==> config.mk <==
export PLATFORM = sky130hd
export DESIGN_NAME = masked_depth_median_blend
export DESIGN_NICKNAME = d
export VERILOG_FILES = /design/src/rtl/mdmb_pkg.sv /design/src/rtl/mdmb_lane.sv /design/src/rtl/mdmb_merge.sv /design/src/rtl/masked_depth_median_blend.sv
export SDC_FILE = /design/constraint.sdc
export NUM_CORES = 1
export LEC_CHECK = 0
export BUFFER_PORTS_ARGS = -buffer_cell sky130_fd_sc_hd__buf_2
export CORE_ASPECT_RATIO = 0.7
export CORE_MARGIN = 1.5
export CORE_UTILIZATION = 45
export CTS_BUF_LIST = sky130_fd_sc_hd__clkbuf_4
export DETAILED_ROUTE_END_ITERATION = 12
export GPL_TIMING_DRIVEN = 1
export PLACE_DENSITY = 0.64
export RECOVER_POWER = 100
export SLEW_MARGIN = 5
export SYNTH_ARGS = -nofsm -noshare
export SYNTH_HDL_FRONTEND = slang
export SYNTH_HIERARCHICAL = 1
export SYNTH_SLANG_ARGS = --single-unit
==> constraint.sdc <==
create_clock -name clk -period 2.35 [get_ports clk]
set_clock_uncertainty 0.05 [all_clocks]
set_input_delay 0.1175 -clock clk [delete_from_list [all_inputs] [get_ports clk]]
set_output_delay 0.1175 -clock clk [all_outputs]
set_load 0.02 [all_outputs]
==> src/rtl/mdmb_pkg.sv <==
`timescale 1ns / 1ps
`default_nettype none

package mdmb_pkg;

  // number of view ports on the block
  localparam int PORTS = 4;
  // default number of views taken into account
  localparam int VIEWS_DEFAULT = 4;
  // depth sample width
  localparam int DEPTH_W = 8;
  // width of a rank or a count of valid views (0..PORTS)
  localparam int CNT_W = $clog2(PORTS + 1);

  typedef logic [DEPTH_W-1:0] depth_t;
  typedef logic [CNT_W-1:0]   cnt_t;

  // what one lane found for its view
  typedef struct packed {
    logic   valid;
    cnt_t   rank;
    depth_t depth;
  } lane_result_t;

endpackage

`default_nettype wire

==> src/rtl/mdmb_lane.sv <==
`timescale 1ns / 1ps
`default_nettype none

module mdmb_lane #(
  parameter int INDEX = 0
) (
  input  wire logic                                     clk,
  input  wire logic                                     en,
  input  wire mdmb_pkg::depth_t [mdmb_pkg::PORTS-1:0]   depth_in,
  input  wire logic [mdmb_pkg::PORTS-1:0]               valid_in,
  output mdmb_pkg::lane_result_t                        result
);
  import mdmb_pkg::*;

  cnt_t rank;

  // stable rank: valid views below this one, ties broken by view order
  always_comb begin
    rank = '0;
    for (int j = 0; j < PORTS; j++) begin
      if (j != INDEX && valid_in[j] &&
          ((depth_in[j] < depth_in[INDEX]) ||
           ((depth_in[j] == depth_in[INDEX]) && (j < INDEX)))) begin
        rank = rank + cnt_t'(1);
      end
    end
  end

  // lane result register
  always_ff @(posedge clk) begin
    if (en) begin
      result.valid <= valid_in[INDEX];
      result.rank  <= rank;
      result.depth <= depth_in[INDEX];
    end
  end

endmodule

`default_nettype wire

==> src/rtl/mdmb_merge.sv <==
`timescale 1ns / 1ps
`default_nettype none

module mdmb_merge (
  input  wire logic                                          clk,
  input  wire logic                                          rst,
  input  wire logic                                          in_valid,
  input  wire mdmb_pkg::lane_result_t [mdmb_pkg::PORTS-1:0]  lanes,
  input  wire mdmb_pkg::cnt_t                                count,
  output mdmb_pkg::depth_t                                   blended_depth,
  output logic                                               blended_valid,
  output logic                                               done
);
  import mdmb_pkg::*;

  cnt_t   half;
  depth_t sel_depth;

  // at most one valid lane holds rank count/2; none gives zero
  always_comb begin
    half      = count >> 1;
    sel_depth = '0;
    for (int i = 0; i < PORTS; i++) begin
      if (lanes[i].valid && (lanes[i].rank == half)) begin
        sel_depth = sel_depth | lanes[i].depth;
      end
    end
  end

  // result strobe
  always_ff @(posedge clk) begin
    if (rst) begin
      done <= 1'b0;
    end else begin
      done <= in_valid;
    end
  end

  // result payload
  always_ff @(posedge clk) begin
    if (in_valid) begin
      blended_depth <= sel_depth;
      blended_valid <= (count != '0);
    end
  end

endmodule

`default_nettype wire

==> src/rtl/masked_depth_median_blend.sv <==
// a transaction is registered in the lanes and stage one, and its result strobes on done from the merge register
// throughput: one transaction per cycle, set by the lane rank compare and the merge select
// busy stays low; the receiver cannot stall, so nothing holds the pipeline
// reset (rst, synchronous) clears the stage strobes; data registers are not reset
`timescale 1ns / 1ps
`default_nettype none

module masked_depth_median_blend #(
  parameter int VIEWS = mdmb_pkg::VIEWS_DEFAULT
) (
  input  wire logic             clk,
  input  wire logic             rst,
  input  wire logic             start,
  output logic                  busy,
  input  wire mdmb_pkg::depth_t depth_0,
  input  wire logic             valid_0,
  input  wire mdmb_pkg::depth_t depth_1,
  input  wire logic             valid_1,
  input  wire mdmb_pkg::depth_t depth_2,
  input  wire logic             valid_2,
  input  wire mdmb_pkg::depth_t depth_3,
  input  wire logic             valid_3,
  output mdmb_pkg::depth_t      blended_depth,
  output logic                  blended_valid,
  output logic                  done
);
  import mdmb_pkg::*;

  depth_t [PORTS-1:0]       depth_vec;
  logic   [PORTS-1:0]       valid_raw;
  logic   [PORTS-1:0]       valid_vec;
  cnt_t                     count_now;
  cnt_t                     count;
  logic                     s1_valid;
  logic                     take;
  lane_result_t [PORTS-1:0] lanes;

  assign busy = 1'b0;
  assign take = start && !busy;

  assign depth_vec = {depth_3, depth_2, depth_1, depth_0};
  assign valid_raw = {valid_3, valid_2, valid_1, valid_0};

  // views beyond VIEWS never count as present
  for (genvar i = 0; i < PORTS; i++) begin : g_mask
    assign valid_vec[i] = (i < VIEWS) ? valid_raw[i] : 1'b0;
  end

  // number of present views
  always_comb begin
    count_now = '0;
    for (int i = 0; i < PORTS; i++) begin
      count_now = count_now + CNT_W'(valid_vec[i]);
    end
  end

  // one ranking lane per view
  for (genvar i = 0; i < PORTS; i++) begin : g_lane
    mdmb_lane #(
      .INDEX(i)
    ) u_lane (
      .clk     (clk),
      .en      (take),
      .depth_in(depth_vec),
      .valid_in(valid_vec),
      .result  (lanes[i])
    );
  end

  // stage one strobe and count
  always_ff @(posedge clk) begin
    if (rst) begin
      s1_valid <= 1'b0;
    end else begin
      s1_valid <= take;
    end
  end

  always_ff @(posedge clk) begin
    if (take) begin
      count <= count_now;
    end
  end

  mdmb_merge u_merge (
    .clk          (clk),
    .rst          (rst),
    .in_valid     (s1_valid),
    .lanes        (lanes),
    .count        (count),
    .blended_depth(blended_depth),
    .blended_valid(blended_valid),
    .done         (done)
  );

  // every accepted transaction gives a result strobe once it has passed the lane and merge registers
  a_latency: assert property (@(posedge clk) disable iff (rst)
    take |=> ##1 done)
    else $error("result strobe missing after accepted transaction");

  // no result without a transaction in stage one
  a_no_spurious: assert property (@(posedge clk) disable iff (rst)
    done |-> $past(s1_valid))
    else $error("result strobe without a transaction");

  // an invalid result carries zero depth
  a_null_zero: assert property (@(posedge clk) disable iff (rst)
    (done && !blended_valid) |-> (blended_depth == '0))
    else $error("null result with nonzero depth");

  // validity follows the stage one count
  a_valid_count: assert property (@(posedge clk) disable iff (rst)
    s1_valid |=> (blended_valid == ($past(count) != '0)))
    else $error("result validity does not match view count");

endmodule

`default_nettype wire

## After elaboration in Yosys (flattened, before gate mapping)

Index checks and enable logic that the tools add are counted.

| storage, ports and cells | value |
|---|---|
| bits in read-only memories | 0 |
| word-level logic and storage cells | 92 |
| RAM bits | 0 |
| latch bits | 0 |
| register bits | 62 |
| memories | 0 |

| cells by class | value |
|---|---|
| div/mod/pow operators | 0 |
| bitwise operators | 3 |
| reduce and logical (&&, ||, !) cells | 23 |
| muxes and demuxes | 16 |
| shift-type cells | 0 |
| multipliers | 0 |
| $add $sub $neg | 11 |
| magnitude comparators | 12 |
| equality and inequality tests | 10 |

Operator list:

| cell | number |
|---|---|
| $lt A8 B8 Y1 | 12 |
| $eq A8 B8 Y1 | 6 |
| $mux W8 | 4 |
| $add A3 B1 Y3 const B | 8 |
| $mux W3 | 8 |
| $or A8 B8 Y8 | 3 |
| $logic_and A1 B1 Y1 | 16 |
| $eq A3 B2 Y1 | 4 |
| $logic_or A1 B1 Y1 | 6 |
| $mux W1 | 4 |
| $add A2 B1 Y3 | 1 |
| $add A3 B1 Y3 | 1 |
| $reduce_bool A3 Y1 | 1 |
| $add A1 B1 Y2 | 1 |

## Logic depth before layout (Yosys ltp)

Gate-level depths: netlist (run 1).

| depth | value |
|---|---|
| word-level depth | 9 |
| gate-level depth with buffers | 10 |
| depth with buffers taken out | 10 |

## By module

The synthesis (run 1) kept the hierarchy.

By module, submodules not included:

| module | instances | cells each | area an instance (µm²) |
|---|---|---|---|
| mdmb_lane (g_lane[3].u_lane) | 1 | 91 | 996.0 |
| mdmb_lane (g_lane[2].u_lane) | 1 | 87 | 973.4 |
| mdmb_lane (g_lane[1].u_lane) | 1 | 82 | 940.9 |
| mdmb_lane (g_lane[0].u_lane) | 1 | 77 | 908.4 |
| mdmb_merge | 1 | 70 | 779.5 |
| masked_depth_median_blend | 1 | 15 | 198.9 |

## Least setup slack after synthesis (run 1)

No wires, ideal clock.

| path | value |
|---|---|
| path kind | input -> register |
| start point | input depth_3[1] |
| end point | register g_lane[3].u_lane/result[8] (netlist name) (data pin) |
| path buffers | 0 |
| cell stages on the path | 9 |
| setup time | 270 ps |
| data arrival time | 1721 ps |
| slack | 308 ps |
| required time | 2030 ps |
| cell sequence | inv_1 -> ha_1 -> nor2b_4 -> o211ai_2 -> a21oi_1 -> a2111oi_2 -> o21ai_0 -> ha_1 -> xor2_1 |

| on the way | value |
|---|---|
| word-level cells in the longest chain between the ends | 8 |
| elaborated cells on any way between the ends | 17 |

Ends and longest elaborated chain:

| what | line | source |
|---|---|---|
| start: declaration | masked_depth_median_blend.sv:21 | `input wire mdmb_pkg::depth_t depth_3,` |
| $lt A8 B8 Y1 / $eq A8 B8 Y1 (equally long branches) | mdmb_lane.sv:22, mdmb_lane.sv:23 |  |
| $logic_or A1 B1 Y1 | mdmb_lane.sv:22 | `((depth_in[j] < depth_in[INDEX]) \|\|` |
| $logic_and A1 B1 Y1 | mdmb_lane.sv:21 | `if (j != INDEX && valid_in[j] &&` |
| $mux W1 | mdmb_lane.sv:21 |  |
| $add A3 B1 Y3 | mdmb_lane.sv:24 | `rank = rank + cnt_t'(1);` |
| $mux W3 | mdmb_lane.sv:21 |  |
| $add A3 B1 Y3 | mdmb_lane.sv:24 |  |
| $mux W3 * | mdmb_lane.sv:21 |  |
| net g_lane[3].u_lane.rank[0] | mdmb_lane.sv:15 | `cnt_t rank;` |
| end: declaration | mdmb_lane.sv:11 | `output mdmb_pkg::lane_result_t result` |

Mark *: on every way through the listed nets, which the timed path passes. The rest lies on a longest branch.
A chain may end at the register's enable or synchronous reset.

## Worst setup path after layout (run 1)

| path | value |
|---|---|
| start point | input depth_1[7] |
| end point | register g_lane[1].u_lane/result[8] (netlist name) (data pin) |

| on the way | value |
|---|---|
| word-level cells in the longest chain between the ends | 8 |
| elaborated cells on any way between the ends | 13 |

Ends and longest elaborated chain:

| what | line | source |
|---|---|---|
| start: declaration | masked_depth_median_blend.sv:17 | `input wire mdmb_pkg::depth_t depth_1,` |
| $lt A8 B8 Y1 / $eq A8 B8 Y1 (equally long branches) | mdmb_lane.sv:22, mdmb_lane.sv:23 |  |
| $logic_or A1 B1 Y1 | mdmb_lane.sv:22 |  |
| $logic_and A1 B1 Y1 | mdmb_lane.sv:21 |  |
| $mux W1 | mdmb_lane.sv:21 |  |
| $add A3 B1 Y3 | mdmb_lane.sv:24 |  |
| $mux W3 | mdmb_lane.sv:21 |  |
| $add A3 B1 Y3 | mdmb_lane.sv:24 |  |
| $mux W3 * | mdmb_lane.sv:21 |  |
| net g_lane[1].u_lane.rank[0] | mdmb_lane.sv:15 |  |
| end: declaration | mdmb_lane.sv:11 |  |

Marked as above.

==> impl_metrics.py, run 1 <==
metrics = {
    "sta": {
        "slew_headroom_pct": 12.7,
        "timing_worst_slew_pin_value_ns": 1.31,
        "max_freq_mhz": 433,
        "timing.final.max_slew_violations": 0,
        "timing.hold.ws_ns": 0.189,
        "final.period_utilization_pct": 98.2,
        "rsz0062_at_grt": "yes",
        "hold_viol": 0,
        "min_period_ns": 2.31,
        "setup_viol_count_final": 0,
    },
    "final_layout": {
        "layout_common_cells": "sky130_fd_sc_hd__ha_1, sky130_fd_sc_hd__edfxtp_1, sky130_fd_sc_hd__nand4_1",
        "layout.cells.most_common": "sky130_fd_sc_hd__ha_1",
        "area_growth_pct": 21.2,
        "layout.nets": 664,
        "num_antenna_cells": 0,
        "stdcell_area_um2": 5810,
        "fraction_of_layout_cells_with_a_size_suffix_above_1_pct": 19.8,
        "layout.core_utilization_pct": 56.1,
    },
    "global_route": {
        "grt_pass1_wl_mm": 19.9,
        "grt_max_degree": 53,
        "track_usage_pct": 24.0,
        "antenna_violations_before_repair": 0,
        "global_route.overflow_total": 0,
        "grt_pass1_vias": 3636,
    },
    "power_and_ir_drop": {
        "seq_power_share_pct": 48.0,
        "p_switching_uw": 974,
        "powerDensity_nw_per_um2": 507,
        "leakage_power_uw": 0.00261,
        "power_frac_comb_pct": 31.5,
        "switching_share_pct": 33.0,
        "p_int_uw": 1980,
        "power.share.clock_pct": 20.5,
        "total_power_uw": 2950,
        "irDropWorstVdd_mv": 0.190,
    },
    "synth": {
        "synth_fp_nets": 562,
        "synth_register_bits": 62,
        "synth_edf_count": 60,
        "synth-async-reset-ratio_pct": 0,
        "synth_top_flop_cell": "sky130_fd_sc_hd__edfxtp_1",
        "yosys.cell_types.count": 37,
        "seq_area_frac_synth_pct": 38.4,
        "synth_area_per_cell_um2": 11.4,
        "synth_area_um2": 4800,
        "syn_inst": 422,
        "yosysWarningCount": 6,
    },
    "placed_design": {
        "dpl_cell_area_um2": 5280,
        "place_congestion": 0.891,
        "post-dp-hpwl_mm": 10.2,
        "placement.io_buffers": 48,
    },
    "clock_tree": {
        "clk_slew_on_worst_s_h_paths_ns": 0.11,
        "worstSkewPairLatency_ns": 0.40,
        "cts_tree": "built",
        "ctsHtreeMaxLevel": 3,
        "cts.root.buffer_cell": "sky130_fd_sc_hd__clkbuf_4",
        "clock_path_buffers": 2,
        "cts_sinks": 62,
        "tritoncts.num_buffers": 9,
    },
    "floorplan": {
        "row_cnt": 31,
        "initial_utilization_pct": 46.3,
        "die_h_um": 89.4,
        "fp.dieArea_um2": 11300,
        "die_width_um": 126,
        "io_pins": 50,
        "coreArea_um2": 10400,
    },
    "run_status": {
        "outcome": "complete, but fails checks",
        "violations": "design-rule violations",
    },
    "routing": {
        "viasPerCell": 5.77,
        "met2RoutedLength_mm": 6.05,
        "total_wirelength_of_the_detailed_routed_design_mm": 13.2,
        "routedWlPerCell_um": 19.9,
        "highest-signal-layer": "met4",
        "drc": 1,
        "routed-wl-met3_um": 668,
        "drt-met1-wl_mm": 6.36,
        "drtAntennaViolNets": 0,
        "initialDrtViolationCount": 326,
        "vias": 3814,
        "drt_first_pass_iters": 11,
    },
    "critical_path": {
        "wp_data_arrival_ns": 2.42,
        "worstPathRequired_ns": 2.46,
        "path_common_cell": "sky130_fd_sc_hd__ha_1",
        "maximum_single_stage_delay_on_the_critical_path_ns": 0.52,
        "series_of_cell_instances_along_the_critical_path": "dlygate4sd3_1 > clkbuf_4 > inv_1 > ha_1 > and3_1 > a22oi_2 > nand3b_1 > a31o_2 > ha_1 > xor2_1",
        "timing.critical_path.slowest_stage_cell": "sky130_fd_sc_hd__dlygate4sd3_1",
        "setup_crit_end_kind": "register",
        "timing.critical_path.from_type": "primary input",
        "worst-setup-path-type": "primary input to register",
        "crit_fanout": 5,
    },
    "flow_run": {
        "max_cap_violations": 0,
    },
    "worst_hold_path": {
        "worst_hold_path_type": "primary input to register",
    },
}
[critical path: cells and delay by family]
kind,cells,cell delay (ns)
buffers and inverters,3,0.80
adder cells (fa/ha/maj),2,0.62
AO/OA/AOI/OAI,2,0.42
AND/OR/NAND/NOR,2,0.29
XOR/XNOR,1,0.17
[layout make-up]
| type | count | area [um^2] |
|---|---|---|
| well taps | 132 | 165 |
| inverters | 43 | 161 |
| repair buffers | 98 | 711 |
| clock buffers | 11 | 82.6 |
| fillers | 902 | 4540 |
| clock inverters | 5 | 26.3 |
| multi-input cells | 310 | 2830 |
| flip-flops and latches | 62 | 1840 |
[path summary, 6_finish.rpt]
| check | start | to | cells past startpoint | slack [ns] |
|---|---|---|---|---|
| worst min-delay path | depth_1[0] | g_lane[1].u_lane/result[0] | 2 | 0.19 |
| worst max register to register | count[1] | u_merge/blended_depth[6] | 3 | 0.73 |
| worst max-delay path | depth_1[7] | g_lane[1].u_lane/result[8] | 10 | 0.04 |
| worst min register to register | count[0] | u_merge/blended_valid | 1 | 0.47 |
[power groups by stage]
stage               Clock, uW  Sequential [uW]  Combinational, uW
floorplan                   0             1430                541
finish                    606             1420                928
global route              669             1430               1020
detailed placement          0             1440                846
CTS                       624             1420                891
global placement            0             1440                816
[repair_timing]
item	4_1_cts	5_1_grt
resized for setup	0	37
buffers inserted	0	2
hold endpoints to repair	33	2
hold buffers	32	2
endpoints found under the setup margin	0	7
[registers in the layout, summed over array words and instances, names as in the netlist]
name,cells
u_merge/blended_valid,1
s1_valid,1
count,3
g_lane.u_lane/result,48
u_merge/blended_depth,8
u_merge/done,1
[per-stage QoR]
stage	worst slack (ns)	std cells	setup TNS, ns
floorplan	0.308	422	0
global placement	0.0590	609	0
detailed placement	0.0305	609	0
CTS	0.0142	657	0
global route	-0.0233	661	-0.0375
finish	0.0418	661	0
[kinds of logic (layout without fill, tap and decap cells)]
group,after synthesis,count (layout),share of synthesized area [%]
simple gates,107,107,13.9
fa+ha+maj,101,101,26.5
compound gates,85,85,11.9
flops,62,62,38.4
buf+inv,50,157,4.30
xor+xnor,12,12,4.15
mux,4,4,0.835
other cells,1,1,0.0782
[synthesized netlist by cell type (4+ instances only)]
master,instances,area share (%)
sky130_fd_sc_hd__buf_1,4,0.31
sky130_fd_sc_hd__edfxtp_1,60,38
sky130_fd_sc_hd__ha_1,100,26
sky130_fd_sc_hd__and3_1,13,1.7
sky130_fd_sc_hd__a21oi_1,23,2.4
sky130_fd_sc_hd__inv_1,43,3.4
sky130_fd_sc_hd__nand2b_1,6,0.78
sky130_fd_sc_hd__nand2_1,6,0.47
sky130_fd_sc_hd__xor2_1,4,0.73
sky130_fd_sc_hd__mux2i_1,4,0.83
sky130_fd_sc_hd__xnor2_2,5,1.7
sky130_fd_sc_hd__o21ai_0,21,2.2
sky130_fd_sc_hd__o21a_1,6,0.94
sky130_fd_sc_hd__o211ai_1,5,0.78
sky130_fd_sc_hd__a21o_1,9,1.4
sky130_fd_sc_hd__nor2_1,8,0.63
sky130_fd_sc_hd__nand4_1,49,6.4
sky130_fd_sc_hd__nor2b_1,13,1.7
[metal layers]
| metal | track usage [%] | vias to the layer above |
|---|---|---|
| met2 | 38.4 | 118 |
| met3 | 4.01 | 7 |
| li1 | - | 1836 |
| met4 | 5.43 | 0 |
| met1 | 34.4 | 1853 |
| met5 | 0 | - |
(Power assumes the default switching activity.)
==> inputs of run 2 (changes only) <==
--- a/config.mk
+++ b/config.mk
@@ -7,12 +7,12 @@
 export LEC_CHECK = 0
 export BUFFER_PORTS_ARGS = -buffer_cell sky130_fd_sc_hd__buf_2
 export CORE_ASPECT_RATIO = 0.7
-export CORE_MARGIN = 1.5
-export CORE_UTILIZATION = 45
+export CORE_MARGIN = 2
+export CORE_UTILIZATION = 42
 export CTS_BUF_LIST = sky130_fd_sc_hd__clkbuf_4
 export DETAILED_ROUTE_END_ITERATION = 12
-export GPL_TIMING_DRIVEN = 1
-export PLACE_DENSITY = 0.64
+export GPL_TIMING_DRIVEN = 0
+export PLACE_DENSITY = 0.6
 export RECOVER_POWER = 100
 export SLEW_MARGIN = 5
 export SYNTH_ARGS = -nofsm -noshare
==> impl_metrics.py, run 2 (synthesis gave the netlist of run 1 again) <==
metrics = {
    "sta": {
        "max_freq_mhz": 428,
        "final.period_utilization_pct": 99.3,
        "timing.final.max_slew_violations": 0,
        "setup_viol_count_final": 0,
        "tns_ns": 0,
        "min_period_ns": 2.33,
        "timing.hold.ws_ns": 0.251,
        "slew_headroom_pct": 21.4,
        "hold_viol": 0,
        "timing_worst_slew_pin_value_ns": 1.18,
    },
    "clock_tree": {
        "clock_path_buffers": 2,
        "cts.root.buffer_cell": "sky130_fd_sc_hd__clkbuf_4",
        "tritoncts.num_buffers": 9,
        "ctsHtreeMaxLevel": 3,
        "cts_sinks": 62,
        "cts_tree": "built",
        "post-cts-setup-buffer-count": 0,
        "worstSkewPairLatency_ns": 0.40,
        "clk_slew_on_worst_s_h_paths_ns": 0.10,
    },
    "power_and_ir_drop": {
        "power.share.clock_pct": 23.4,
        "irDropWorstVdd_mv": 0.207,
        "seq_power_share_pct": 46.1,
        "powerDensity_nw_per_um2": 524,
        "switching_share_pct": 32.3,
        "power_frac_comb_pct": 30.4,
        "leakage_power_uw": 0.00256,
        "total_power_uw": 3020,
        "p_int_uw": 2040,
        "p_switching_uw": 973,
    },
    "final_layout": {
        "largestRegisters": "g_lane.u_lane/result (48), u_merge/blended_depth (8), count (3)",
        "layout.cells.most_common": "sky130_fd_sc_hd__ha_1",
        "regMostFlops": "g_lane.u_lane/result",
        "fraction_of_layout_cells_with_a_size_suffix_above_1_pct": 15.3,
        "layout.nets": 657,
        "layout.core_utilization_pct": 51.9,
        "stdcell_area_um2": 5760,
        "layout_common_cells": "sky130_fd_sc_hd__ha_1, sky130_fd_sc_hd__edfxtp_1, sky130_fd_sc_hd__nand4_1",
        "largest_register_ffs": 48,
        "layout.filler_cells": 997,
        "num_antenna_cells": 0,
        "area_growth_pct": 20.1,
    },
    "global_route": {
        "global_route.overflow_total": 0,
        "antenna_violations_before_repair": 0,
        "grt_pass1_vias": 3827,
        "grt_pass1_wl_mm": 20.2,
        "grt_max_degree": 53,
        "track_usage_pct": 21.8,
    },
    "routing": {
        "initialDrtViolationCount": 286,
        "routedWlPerCell_um": 19.0,
        "total_wirelength_of_the_detailed_routed_design_mm": 12.8,
        "drt_first_pass_iters": 4,
        "drc": 0,
        "viasPerCell": 5.65,
        "drtAntennaViolNets": 0,
        "vias": 3813,
    },
    "worst_hold_path": {
        "worst_hold_path_type": "primary input to register",
        "hold_path.startpoint": "depth_0[0]",
        "sink_of_the_worst_hold_path": "g_lane[0].u_lane/result[0]",
        "holdPathStages": 1,
    },
    "floorplan": {
        "die_h_um": 93.4,
        "fp.dieArea_um2": 12300,
        "io_pins": 50,
        "row_cnt": 32,
        "initial_utilization_pct": 43.3,
        "die_width_um": 132,
        "coreArea_um2": 11100,
    },
    "critical_path": {
        "timing.critical_path.slowest_stage_cell": "sky130_fd_sc_hd__dlygate4sd3_1",
        "critical_path.reg2reg.startpoint": "count[2]",
        "worstPathRequired_ns": 2.44,
        "series_of_cell_instances_along_the_critical_path": "dlygate4sd3_1 > clkbuf_4 > ha_1 > and3_1 > a22oi_2 > nand3b_1 > a31o_2 > ha_1 > xor2_1",
        "timing.critical_path.from_type": "primary input",
        "crit_fanout": 5,
        "path_common_cell": "sky130_fd_sc_hd__ha_1",
        "worstReg2RegEnd": "u_merge/blended_depth[0]",
        "r2r_slack_ns": 0.93,
        "maximum_single_stage_delay_on_the_critical_path_ns": 0.53,
        "reg2reg_depth": 4,
        "worst-setup-path-type": "primary input to register",
        "setup_crit_end_kind": "register",
        "wp_data_arrival_ns": 2.42,
    },
    "placed_design": {
        "post-dp-hpwl_mm": 9.91,
        "place_congestion": 0.848,
        "placement.io_buffers": 48,
        "dpl_cell_area_um2": 5230,
    },
    "run_status": {
        "outcome": "finished clean",
    },
    "flow_run": {
        "max_cap_violations": 0,
    },
}
## run 2: through the flow
| step | setup WS (ns) | std cells |
|---|---|---|
| floorplan | 0.308 | 422 |
| global placement | -0.0616 | 623 |
| detailed placement | -0.0446 | 623 |
| CTS | 0.0347 | 675 |
| global route | -0.00815 | 675 |
| finish | 0.0156 | 675 |
## run 2: critical path, delay by kind of cell
family	cells	cell delay [ns]
xor+xnor	1	0.19
fa+ha+maj	2	0.61
simple gates	2	0.36
buf+inv	2	0.72
compound gates	2	0.42
## run 2: timing repair
item                                    in CTS  in global routing
hold buffers                                36                  1
endpoints found under the setup margin       0                  9
endpoints found under the hold margin       37                  1
resized for setup                            0                 16
## run 2: power groups by stage
stage | sequential [uW] | combinational, uW | clock, uW
after floorplan | 1430 | 541 | 0
after global placement | 1420 | 812 | 0
after detailed placement | 1420 | 849 | 0
after CTS | 1390 | 900 | 731
after global routing | 1400 | 1020 | 776
final | 1390 | 918 | 707
## run 2: worst max path at each step
stage / end / from / slack, ns
global route: g_lane[3].u_lane/result[8] / depth_0[2] / -0.008
detailed placement: g_lane[3].u_lane/result[8] / depth_3[1] / -0.04
global placement: g_lane[3].u_lane/result[8] / depth_3[1] / -0.06
finish: g_lane[1].u_lane/result[8] / depth_2[6] / 0.02
CTS: g_lane[3].u_lane/result[8] / depth_3[4] / 0.03
floorplan: g_lane[3].u_lane/result[8] / depth_3[1] / 0.31
## run 2: area by class of cell
| type | instances | area [um^2] | area share [%] |
|---|---|---|---|
| Clock inverter | 7 | 65.1 | 1.13 |
| Inverter | 43 | 161 | 2.80 |
| Clock buffer | 9 | 67.6 | 1.17 |
| Buffer | 7 | 45.0 | 0.782 |
| Tap cell | 153 | 191 | 3.32 |
| Timing Repair Buffer | 84 | 604 | 10.5 |
| Sequential cell | 62 | 1840 | 32.0 |
| Multi-Input combinational cell | 310 | 2780 | 48.3 |
## run 2: per-layer routing
| layer | up-vias | share of wire (%) | GRT usage (%) |
|---|---|---|---|
| li1 | 1830 | - | - |
| met1 | 1814 | 47 | 30.2 |
| met2 | 147 | 45 | 35.3 |
| met3 | 22 | 6.1 | 3.47 |
| met4 | 0 | 1.7 | 6.88 |
| met5 | - | 0 | 0 |
==> inputs of run 3 (changes only) <==
--- a/config.mk
+++ b/config.mk
@@ -12,10 +12,9 @@
 export CTS_BUF_LIST = sky130_fd_sc_hd__clkbuf_4
 export DETAILED_ROUTE_END_ITERATION = 12
 export GPL_TIMING_DRIVEN = 0
-export PLACE_DENSITY = 0.6
+export PLACE_DENSITY = 0.61
 export RECOVER_POWER = 100
 export SLEW_MARGIN = 5
 export SYNTH_ARGS = -nofsm -noshare
 export SYNTH_HDL_FRONTEND = slang
-export SYNTH_HIERARCHICAL = 1
 export SYNTH_SLANG_ARGS = --single-unit
==> impl_metrics.py, run 3 <==
metrics = {
    "routing": {
        "routedWlPerCell_um": 16.0,
        "initialDrtViolationCount": 179,
        "drt_first_pass_iters": 5,
        "vias": 2636,
        "total_wirelength_of_the_detailed_routed_design_mm": 8.34,
        "drtAntennaViolNets": 0,
        "drc": 0,
        "viasPerCell": 5.05,
    },
    "placed_design": {
        "dp_worst_setup_slack_ns": -0.218,
        "post-dp-hpwl_mm": 6.12,
        "placement.io_buffers": 48,
        "place_congestion": 0.886,
    },
    "critical_path": {
        "worst-path-buf-inv": 2,
        "path_common_cell": "sky130_fd_sc_hd__ha_1",
        "worstReg2RegEnd": "u_merge.blended_depth[0]",
        "timing.critical_path.slowest_stage_cell": "sky130_fd_sc_hd__dlygate4sd3_1",
        "r2r_slack_ns": 0.26,
        "series_of_cell_instances_along_the_critical_path": "dlygate4sd3_1 > clkbuf_1 > ha_1 > nand4_1 > a21oi_1 > o32ai_2 > or2_2 > ha_1 > xnor2_1",
        "timing.critical_path.from_type": "primary input",
        "crit_fanout": 4,
        "critical_path.reg2reg.startpoint": "count[2]",
        "reg2reg_depth": 5,
        "setup_crit_end_kind": "register",
        "worst-setup-path-type": "primary input to register",
        "maximum_single_stage_delay_on_the_critical_path_ns": 0.54,
        "wp_data_arrival_ns": 2.36,
        "worstPathRequired_ns": 2.44,
        "cp_top_family": "buffers and inverters",
    },
    "flow_run": {
        "max_cap_violations": 0,
    },
    "final_layout": {
        "largestRegisters": "g_lane.u_lane.result (48), u_merge.blended_depth (8), count (3)",
        "largest_register_ffs": 48,
        "layout_common_cells": "sky130_fd_sc_hd__edfxtp_1, sky130_fd_sc_hd__ha_1, sky130_fd_sc_hd__clkbuf_1",
        "area_growth_pct": 24.1,
        "regMostFlops": "g_lane.u_lane.result",
        "fraction_of_layout_cells_with_a_size_suffix_above_1_pct": 8.46,
        "layout.cells.most_common": "sky130_fd_sc_hd__edfxtp_1",
        "layout.nets": 495,
        "num_antenna_cells": 0,
    },
    "synth": {
        "synth_top_flop_cell": "sky130_fd_sc_hd__edfxtp_1",
        "synth_area_um2": 3650,
        "synth-async-reset-ratio_pct": 0,
        "synth_area_per_cell_um2": 12.1,
        "synth_edf_count": 60,
        "synth_register_bits": 62,
        "seq_area_frac_synth_pct": 50.4,
        "synth_fp_nets": 399,
        "synth_commonest_cells": "sky130_fd_sc_hd__edfxtp_1, sky130_fd_sc_hd__ha_1, sky130_fd_sc_hd__inv_1",
        "yosysWarningCount": 0,
        "yosysTopAreaCellShare_pct": 49.3,
        "synth_top_cells_by_area": "sky130_fd_sc_hd__edfxtp_1, sky130_fd_sc_hd__ha_1, sky130_fd_sc_hd__inv_1",
        "syn_inst": 301,
        "yosys.cell_types.count": 32,
        "synth_top_area_cell": "sky130_fd_sc_hd__edfxtp_1",
        "synthMostInstantiatedCell": "sky130_fd_sc_hd__edfxtp_1",
    },
    "clock_tree": {
        "tritoncts.num_buffers": 9,
        "ctsHtreeMaxLevel": 3,
        "cts_tree": "built",
        "worstSkewPairLatency_ns": 0.40,
        "cts_sinks": 62,
        "clk_slew_on_worst_s_h_paths_ns": 0.10,
        "cts.root.buffer_cell": "sky130_fd_sc_hd__clkbuf_4",
        "clock_path_buffers": 2,
    },
    "worst_hold_path": {
        "holdPathStages": 3,
        "worst_hold_path_type": "primary input to register",
        "hold_path.startpoint": "rst",
        "sink_of_the_worst_hold_path": "u_merge.done",
    },
    "floorplan": {
        "row_cnt": 28,
        "fp.dieArea_um2": 9480,
        "die_h_um": 82.0,
        "io_pins": 50,
        "coreArea_um2": 8440,
        "die_width_um": 115,
        "initial_utilization_pct": 43.3,
    },
    "power_and_ir_drop": {
        "irDropWorstVdd_mv": 0.218,
        "total_power_uw": 2730,
        "power.share.clock_pct": 30.1,
        "leakage_power_uw": 0.00187,
        "power_frac_comb_pct": 20.0,
        "p_int_uw": 2020,
        "switching_share_pct": 26.0,
        "seq_power_share_pct": 49.9,
        "p_switching_uw": 710,
        "powerDensity_nw_per_um2": 602,
    },
    "global_route": {
        "antenna_violations_before_repair": 0,
        "grt_max_degree": 53,
        "track_usage_pct": 19.7,
        "grt_pass1_vias": 2598,
        "grt_pass1_wl_mm": 13.4,
        "global_route.overflow_total": 0,
    },
    "sta": {
        "hold_viol": 0,
        "max_freq_mhz": 440,
        "timing_worst_slew_pin_value_ns": 1.28,
        "setup_viol_count_final": 0,
        "min_period_ns": 2.27,
        "final.period_utilization_pct": 96.6,
        "slew_headroom_pct": 14.9,
        "finalWorstSetupSlack_ns": 0.0789,
        "timing.final.max_slew_violations": 0,
    },
    "run_status": {
        "outcome": "finished clean",
    },
}
==> run 3: final cells by class <==
type | count | area, um^2
Fill cell | 769 | 3910
Sequential cell | 62 | 1840
Multi-Input combinational cell | 202 | 1680
Timing Repair Buffer | 85 | 558
Tap cell | 120 | 150
Inverter | 34 | 128
Clock buffer | 11 | 82.6
Clock inverter | 5 | 73.8
Buffer | 3 | 23.8
==> run 3: cell families after synthesis <==
logic type / share of synthesized area (%)
AOI/OAI and AO/OA: 10.5
xor gates and xnor gates: 2.88
adders and majority gates: 20.4
buffers and inverters: 4.14
DFF: 50.4
muxes: 1.10
other: 0.103
and+or+nand+nor: 10.5
==> run 3: routing by layer <==
layer | GRT usage [%] | vias to the layer above | share of wire, %
li1 | - | 1311 | -
met1 | 29.6 | 1240 | 53
met2 | 27.0 | 78 | 41
met3 | 5.54 | 7 | 5.2
met4 | 6.27 | 0 | 1.3
met5 | 0 | - | 0
==> run 3: worst min-delay path, delay by kind of cell <==
kind,cells,cell delay (ns)
and+or+nand+nor,1,0.03
buffers and inverters,2,0.61
==> run 3: worst max-delay path by stage <==
stage	startpoint	to	slack [ns]	cells past startpoint
after floorplan	depth_2[5]	g_lane[2].u_lane.result[8]	0.36	9
after global placement	depth_2[5]	g_lane[2].u_lane.result[8]	-0.16	10
after detailed placement	depth_2[5]	g_lane[1].u_lane.result[8]	-0.22	10
after CTS	depth_0[2]	g_lane[2].u_lane.result[8]	0.01	9
after global routing	depth_0[7]	g_lane[0].u_lane.result[8]	-0.04	9
final	depth_0[7]	g_lane[0].u_lane.result[8]	0.08	9
==> run 3: what timing repair did <==
action | in CTS | in global routing
endpoints found under the hold margin | 39 | 0
hold buffers | 37 | 0
gates resized for setup | 0 | 2
endpoints found under the setup margin | 0 | 5
setup buffers | 0 | 0
==> run 3: per-stage QoR <==
stage | setup TNS [ns] | instances | instance area, um^2 | hold slack (ns) | utilization (%)
global placement | -0.786 | 469 | 4050 | 0.240 | 47.9
finish | 0 | 522 | 4530 | 0.353 | 53.7
CTS | 0 | 522 | 4570 | 0.331 | 54.1
floorplan | 0 | 301 | 3650 | 0.139 | -
global route | -0.0621 | 522 | 4530 | 0.351 | 53.7
detailed placement | -1.24 | 469 | 4050 | 0.241 | 47.9
==> run 3: power by group through the flow <==
stage	Combinational, uW	Sequential [uW]	Clock [uW]
after CTS	553	1360	842
after floorplan	300	1400	0
final	545	1360	821
after global placement	485	1390	0
after detailed placement	501	1390	0
after global routing	618	1370	885
